$ cat src/design/pdf_pkg.sv
`timescale 1ns / 1ps

package pdf_pkg;

  localparam int unsigned HASH_W            = 32;
  localparam int unsigned BYTE_W            = 8;
  localparam int unsigned HISTORY_DEPTH_DEF = 16;
  localparam logic [HASH_W-1:0] HASH_SEED   = 32'd5381;
  localparam int unsigned HASH_SHIFT        = 5;

  typedef logic [HASH_W-1:0] hash_t;

  // Shared broadcast to every history cell
  typedef struct packed {
    logic  shift;
    hash_t probe;
  } cell_ctrl_t;

  function automatic hash_t djb2_step(hash_t h, logic [BYTE_W-1:0] b);
    djb2_step = (h << HASH_SHIFT) + h + hash_t'(b);
  endfunction

endpackage

$ cat src/design/pdf_hash_acc.sv
`timescale 1ns / 1ps

module pdf_hash_acc
  import pdf_pkg::*;
(
  input  logic              clk,
  input  logic              rst,
  input  logic              take,
  input  logic              last,
  input  logic [BYTE_W-1:0] data_byte,
  output hash_t             hash_upd
);

  hash_t running_hash;

  assign hash_upd = djb2_step(running_hash, data_byte);

  always_ff @(posedge clk) begin
    if (rst) begin
      running_hash <= HASH_SEED;
    end else if (take) begin
      running_hash <= last ? HASH_SEED : hash_upd;
    end
  end

endmodule

$ cat src/design/pdf_cell.sv
`timescale 1ns / 1ps

module pdf_cell
  import pdf_pkg::*;
(
  input  logic       clk,
  input  logic       rst,
  input  cell_ctrl_t ctrl,
  input  hash_t      hash_in,
  output hash_t      hash_out,
  output logic       match
);

  hash_t stored;

  assign hash_out = stored;

  always_ff @(posedge clk) begin
    if (rst) begin
      stored <= '0;
      match  <= 1'b0;
    end else begin
      match <= (stored == ctrl.probe);
      if (ctrl.shift) begin
        stored <= hash_in;
      end
    end
  end

endmodule

$ cat src/design/packet_duplicate_filter.sv
`timescale 1ns / 1ps

// packet_duplicate_filter
//
// Slave stream: one message byte per transaction, tdata[7:0] = data_byte,
// tlast marks the final byte. Master stream: one transaction per message,
// tdata[31:0] = message_hash, tuser[0] = is_duplicate.
//
// Non-final bytes are taken one per cycle. The final byte closes the djb2
// hash; the history cells compare it in the next cycle, their match flags
// are registered, and the OR of those flags is loaded with the hash into
// the output register. s_tready is low from the final byte's transaction
// until that load, so no byte of the next message is taken before then,
// a wait set by the cell row's registered compare and match reduction.
//
// History is a row of HISTORY_DEPTH cells; a non-duplicate hash enters
// the first cell and each cell passes its value down; the oldest falls off.
// Reset clears the running hash to its seed, all cells to zero and the
// output register to empty. If m_tready is low with a result pending, the
// next message's result waits and s_tready stays low until it can be loaded.

module packet_duplicate_filter
  import pdf_pkg::*;
#(
  parameter int unsigned HISTORY_DEPTH = HISTORY_DEPTH_DEF
) (
  input  logic        clk,
  input  logic        rst,
  input  logic        s_tvalid,
  output logic        s_tready,
  input  logic [7:0]  s_tdata,   // [7:0] data_byte
  input  logic        s_tlast,   // last_byte
  output logic        m_tvalid,
  input  logic        m_tready,
  output logic [31:0] m_tdata,   // [31:0] message_hash
  output logic [0:0]  m_tuser    // [0] is_duplicate
);

  localparam logic [1:0] PH_IDLE = 2'd0;
  localparam logic [1:0] PH_CMP  = 2'd1;
  localparam logic [1:0] PH_DONE = 2'd2;

  logic [1:0]               phase;
  hash_t                    final_hash;
  hash_t                    hash_upd;
  logic                     take;
  logic                     load_out;
  logic                     dup;
  cell_ctrl_t               ctrl;
  hash_t                    chain [HISTORY_DEPTH+1];
  logic [HISTORY_DEPTH-1:0] match_vec;

  assign s_tready = (phase == PH_IDLE);
  assign take     = s_tvalid && s_tready;
  assign dup      = |match_vec;
  assign load_out = (phase == PH_DONE) && (!m_tvalid || m_tready);

  assign ctrl = '{shift: load_out && !dup, probe: final_hash};

  pdf_hash_acc u_acc (
    .clk       (clk),
    .rst       (rst),
    .take      (take),
    .last      (s_tlast),
    .data_byte (s_tdata),
    .hash_upd  (hash_upd)
  );

  assign chain[0] = final_hash;

  for (genvar i = 0; i < HISTORY_DEPTH; i++) begin : g_cell
    pdf_cell u_cell (
      .clk      (clk),
      .rst      (rst),
      .ctrl     (ctrl),
      .hash_in  (chain[i]),
      .hash_out (chain[i+1]),
      .match    (match_vec[i])
    );
  end

  always_ff @(posedge clk) begin
    if (take && s_tlast) begin
      final_hash <= hash_upd;
    end
  end

  always_ff @(posedge clk) begin
    if (rst) begin
      phase <= PH_IDLE;
    end else begin
      case (phase)
        PH_IDLE: begin
          if (take && s_tlast) begin
            phase <= PH_CMP;
          end
        end
        PH_CMP: begin
          phase <= PH_DONE;
        end
        PH_DONE: begin
          if (load_out) begin
            phase <= PH_IDLE;
          end
        end
        default: begin
          phase <= PH_IDLE;
        end
      endcase
    end
  end

  always_ff @(posedge clk) begin
    if (rst) begin
      m_tvalid <= 1'b0;
    end else if (load_out) begin
      m_tvalid <= 1'b1;
    end else if (m_tready) begin
      m_tvalid <= 1'b0;
    end
  end

  always_ff @(posedge clk) begin
    if (load_out) begin
      m_tdata    <= final_hash;
      m_tuser[0] <= dup;
    end
  end

endmodule

$ cat config.mk
export PLATFORM = sky130hd
export DESIGN_NAME = packet_duplicate_filter
export DESIGN_NICKNAME = d
export VERILOG_FILES = /design/src/design/pdf_pkg.sv /design/src/design/pdf_hash_acc.sv /design/src/design/pdf_cell.sv /design/src/design/packet_duplicate_filter.sv
export SDC_FILE = /design/constraint.sdc
export NUM_CORES = 2
export LEC_CHECK = 0
export ABC_CLOCK_PERIOD_IN_PS = 4000
export BUFFER_PORTS_ARGS = -buffer_cell sky130_fd_sc_hd__buf_4
export CAP_MARGIN = 15
export CELL_PAD_IN_SITES_DETAIL_PLACEMENT = 1
export CELL_PAD_IN_SITES_GLOBAL_PLACEMENT = 1
export CORE_ASPECT_RATIO = 1.25
export CORE_MARGIN = 3
export CORE_UTILIZATION = 44
export DETAILED_ROUTE_END_ITERATION = 6
export GPL_TIMING_DRIVEN = 0
export HOLD_SLACK_MARGIN = 0.02
export PLACE_DENSITY = 0.83
export SLEW_MARGIN = 10
export SYNTH_ARGS = -nofsm -noshare
export SYNTH_HDL_FRONTEND = slang
export SYNTH_SLANG_ARGS = --single-unit
$ cat constraint.sdc
create_clock -name clk -period 4 [get_ports clk]
set_clock_uncertainty 0.1 [all_clocks]
set_input_delay 1.2 -clock clk [delete_from_list [all_inputs] [get_ports clk]]
set_output_delay 1.2 -clock clk [all_outputs]
set_load 0.01 [all_outputs]
---- Word level (Yosys, flattened, before mapping) ----
Index checks and enable logic that the tools add are counted.
operators by class
  $add $sub $neg .......................... 2
  equality and inequality tests ........... 20
  mux-type cells .......................... 6
  reductions and logical operators ........ 11
operators with widths
  kind                                                                   count
  32-bit equality test                                                   16
  32-bit adder                                                           1
  32-bit by 8-bit adder with 32-bit output                               1
  32-bit two-way mux                                                     1
  16-bit OR reduction                                                    1
  2-bit one-hot mux with 3 select lines                                  1
  1-bit logical AND                                                      4
  2-bit two-way mux                                                      2
  2-bit by 1-bit equality test with 1-bit output, second input constant  1
  2-bit equality test, second input constant                             1
  1-bit logical NOT                                                      2
  2-bit logical NOT                                                      1
  1-bit two-way mux                                                      2
  2-bit by 1-bit != test with 1-bit output, second input constant        1
  2-bit != test, second input constant                                   1
  2-bit AND reduction                                                    1
  2-bit nonzero test                                                     1
  1-bit logical OR                                                       1
word-level totals
  register bits ........................... 628
  input bits .............................. 13
  logic and storage cells ................. 77

---- Depth between registers and ports, before layout ----
  word-level depth ........................ 5
  gate-level depth with buffers ........... 12
  mapped depth without buffers ............ 12

---- Cells and area by module ----
From an unflattened synthesis, not the netlist that was laid out.
second synthesis, totals
  cells, all modules ...................... 2,871
  area, all modules ....................... 29,423.2 µm²
modules (own cells, without submodules)
  module                   times used  cells each  area an instance (µm²)  seq. area each (µm²)
  pdf_cell                 16          149         1,500.2                 660.6
  pdf_hash_acc             1           401         3,274.4                 640.6
  packet_duplicate_filter  1           86          2,145.8                 2,011.9

---- Worst setup path after synthesis ----
OpenSTA, ideal clock, no wires.
  path type ............................... input-to-reg
  from .................................... input port s_tdata[5]
  to ...................................... register u_acc.running_hash[29]
  library setup time ...................... 0.117 ns
  arrival ................................. 3.878 ns
  required time ........................... 3.783 ns
  path slack .............................. -0.095 ns
  stages on the path ...................... 12
  buffers on the path ..................... 0
  cells stage by stage .................... inv_1 > fa_1 > inv_1 > ha_1 > and3_1 > a221oi_2 > or4_4 > a2111o_1 > a31oi_1 > o22ai_1 > xnor2_2 > a22o_1
on the way
  word-level cells in the longest chain between the ends .. 2
RTL lines
  item                                      line                           text
  start: declaration                        packet_duplicate_filter.sv:31  input logic [7:0] s_tdata,
  32-bit by 8-bit adder with 32-bit output  pdf_pkg.sv:20                  djb2_step = (h << HASH_SHIFT) + h + hash_t'(b);
  net hash_upd[29]                          packet_duplicate_filter.sv:45  hash_t hash_upd;
  32-bit two-way mux                        pdf_hash_acc.sv:22             running_hash <= last ? HASH_SEED : hash_upd;
  end signal: assignment                    pdf_hash_acc.sv:22
  end: declaration                          pdf_hash_acc.sv:14             hash_t running_hash;
The timed path passes the listed nets, and every way through them passes these cells.
A chain may end at the register's enable or synchronous reset.

---- Worst setup path in the final report ----
  from .................................... input port s_tdata[6]
  to ...................................... register u_acc.running_hash[29]
The elaborated chain is that of the path after synthesis.

==> impl_metrics.env <==
export IMPL_clk_pin_slew_ns=0.07
export IMPL_h_tree_depth=2
export IMPL_p_sw_mw=3.949
export IMPL_vias=26319
export IMPL_critPathSlowestCell="or4_4"
export IMPL_ir_worst_vdd_uv=531.5
export IMPL_synth_flop_cell="dfxtp_1"
export IMPL_cts_buffers=61
export IMPL_stdcell_count=4482
export IMPL_antenna_found_initial=3
export IMPL_clkLatencyLatePin_ns=0.65
export IMPL_end_kind="flip-flop"
export IMPL_critPathArrivalTime_ns=4.36
export IMPL_route_detailed_wl_per_inst_um=26.71
export IMPL_yosys_warnings=0
export IMPL_post_cts_buffers=0
export IMPL_nNetsFinal=3655
export IMPL_p_comb_frac=0.112
export IMPL_path_cells="buf_4 -> fa_1 -> ha_2 -> and3_1 -> a221oi_4 -> or4_4 -> a2111o_1 -> a31oi_1 -> o22ai_1 -> xnor2_2 -> a22o_1"
export IMPL_avgSynthCellArea_sq_um=8.317
export IMPL_initial_core_util=0.4457
export IMPL_finalSetupViolCount=0
export IMPL_status="complete, no violations"
export IMPL_swShare=0.2727
export IMPL_fmax_mhz=254.2
export IMPL_ys_seq_elements=628
export IMPL_finalHoldViolations=0
export IMPL_detail_route_antenna_nets=0
export IMPL_grt_total_usage=0.3375
export IMPL_rsz0062_at_grt="no"
export IMPL_power_density_nw_per_um2=444.2
export IMPL_avgViaCountPerCell=5.872
export IMPL_root_buffer="clkbuf_16"
export IMPL_core_area_sq_um=64540
export IMPL_worstPathMaxFanout=5
export IMPL_ys_seq_area_frac=0.4596
export IMPL_max_slew_margin=0.1248
export IMPL_grt_pass1_wl_um=175200
export IMPL_seq_power_share=0.448
export IMPL_synth_top_area_cell="dfxtp_1"
export IMPL_period_share=0.9835
export IMPL_hpwl_um=85330
export IMPL_grt_overflow=0
export IMPL_drive_above_1_share=0.05835
export IMPL_die_area_sq_um=68510
export IMPL_ys_types=49
export IMPL_drv_slew=0
export IMPL_dpl_cell_count=4364
export IMPL_critPathKind="input pin to flip-flop"
export IMPL_synth_top_area_share=0.3918
export IMPL_intPower_mw=10.53
export IMPL_area_growth_pct=13.30
export IMPL_synth_area_sq_um=28770
export IMPL_synth_fp_nets=3534
export IMPL_cts_buffer_depth=3
export IMPL_max_stage_delay_ns=0.51
export IMPL_drtIter0Drc=2436
export IMPL_startpoint_type="input pin"
export IMPL_synth_edf_count=65
export IMPL_rows=104
export IMPL_synth_most_common_cell="nand2_1"
export IMPL_cts_tree="done"
export IMPL_grt_pass1_vias=27469
export IMPL_place_congestion=0.9525
export IMPL_ios=48
export IMPL_yosys_top_cells_count="nand2_1, dfxtp_1, a21oi_1"
export IMPL_synth_area_top_cells="dfxtp_1, nand2_1, a21oi_1, xor2_1, xnor2_1"
export IMPL_clkSinkCount=628
export IMPL_drt_wl_total_um=119700
export IMPL_synth_async_sr_flop_share=0
export IMPL_period_minus_slack_ns=3.934
export IMPL_power_mw=14.48
export IMPL_required_ns=4.43
export IMPL_synth_cells=3459
export IMPL_grt_max_degree=34
export IMPL_p_clk_frac=0.440
export IMPL_firstDrtPassIters=7
export IMPL_drc=0
export IMPL_holdCritPathClass="flip-flop to flip-flop"
export IMPL_dieHeight_um=291.9
export IMPL_max_cap_viol_count=0
export IMPL_worst_pin_slew_ns=1.313
export IMPL_portBuffers=45
export IMPL_die_w_um=234.7
export IMPL_p_leak_nw=11.35
metal layers:
metal	vias to the layer above	GRT usage	wire (um)
li1	11740	-	-
met5	-	0	15
met2	1134	0.5484	54500
met1	12968	0.3862	44870
met3	475	0.06792	8712
met4	2	0.2738	11610
cell usage in the layout, fill, tap and decap left out, types with 6 or more instances in the layout:
master,count
a22oi_1,7
buf_2,17
a21o_1,11
ha_1,56
clkbuf_16,64
nor3_1,6
clkbuf_2,23
bufinv_16,9
nand3_1,29
nor2_1,28
xor2_1,285
a22o_1,14
a21oi_1,550
or4_1,17
dfxtp_1,563
o21ai_0,19
edfxtp_1,65
xnor2_1,256
inv_1,11
nand2_1,1058
clkinv_2,10
buf_8,6
buf_4,46
nor4_1,88
o21bai_1,7
or3_1,6
nand4_1,72
clkbuf_8,8
clkbuf_1,222
state kept, by name, summed over array words and instances, names as in the netlist:
signal,flops
g_cell.u_cell.match,16
u_acc.running_hash,32
final_hash,32
g_cell.u_cell.hash_out,512
m_tvalid,1
phase,2
m_tuser,1
m_tdata,32
kinds of logic (layout without fill, tap and decap cells):
family          count (synthesis)  count (layout)  synth area share
flops                         628             628            0.4596
fa+ha+maj                      62              62           0.02801
buf+inv                       264             438           0.03518
compound gates                638             638            0.1185
other cells                     0               1                 0
simple gates                 1323            1323            0.1927
xor+xnor                      542             542            0.1653
mux                             2               2         0.0007393
through the flow:
stage	utilization	TNS, ns	setup slack [ns]	hold WS [ns]	cell area [sq um]
finish	0.5050	0	0.06582	0.3537	32600
global route	0.5050	0	0.03572	0.3726	32590
CTS	0.5045	0	0.09422	0.3570	32560
detailed placement	0.4707	-169.83	-0.8099	0.3384	30380
global placement	0.4676	-170.97	-0.7501	0.3254	30180
floorplan	-	0	0.001795	0.3244	28780
power by group through the flow:
stage	clock network [mW]	logic, mW	registers [mW]
detailed placement	0	1.54	6.63
global placement	0	1.47	6.62
floorplan	0	0.888	6.61
CTS	6.36	1.56	6.49
finish	6.37	1.62	6.49
global route	6.62	1.67	6.49
cell type report:
type	instances	area (sq um)
Clock inverter	34	421.7
Fill cell	7857	31950
Inverter	11	41.29
Sequential cell	628	13220
Buffer	253	999.7
Timing Repair Buffer	58	511.7
Antenna cell	1	2.502
Clock buffer	82	1749
Tap cell	848	1061
Multi-Input combinational cell	2567	14590
path summary, 6_finish.rpt:
check                                         to  cells past startpoint  slack [ns]                     start
min                         m_tdata[8]$_DFFE_PP_                      0        0.35   final_hash[8]$_DFFE_PP_
max          u_acc.running_hash[29]$_SDFFE_PP0P_                     11        0.07                s_tdata[6]
max reg2reg   g_cell[10].u_cell.match$_SDFF_PP0_                      8        0.21  final_hash[11]$_DFFE_PP_
min reg2reg                 m_tdata[8]$_DFFE_PP_                      0        0.35   final_hash[8]$_DFFE_PP_
worst max-delay path, delay by kind of cell:
family | cells | cell delay (ns)
xor gates and xnor gates | 1 | 0.18
adders and majority gates | 2 | 0.93
buffers and inverters | 1 | 0.11
AOI/OAI and AO/OA | 5 | 1.16
and+or+nand+nor | 2 | 0.77
timing repair:
item / CTS / global route
gates resized for setup: 3 / 6
hold buffers: 0 / 0
setup endpoints to repair: 16 / 4
Power figures use the tool's default switching activity.
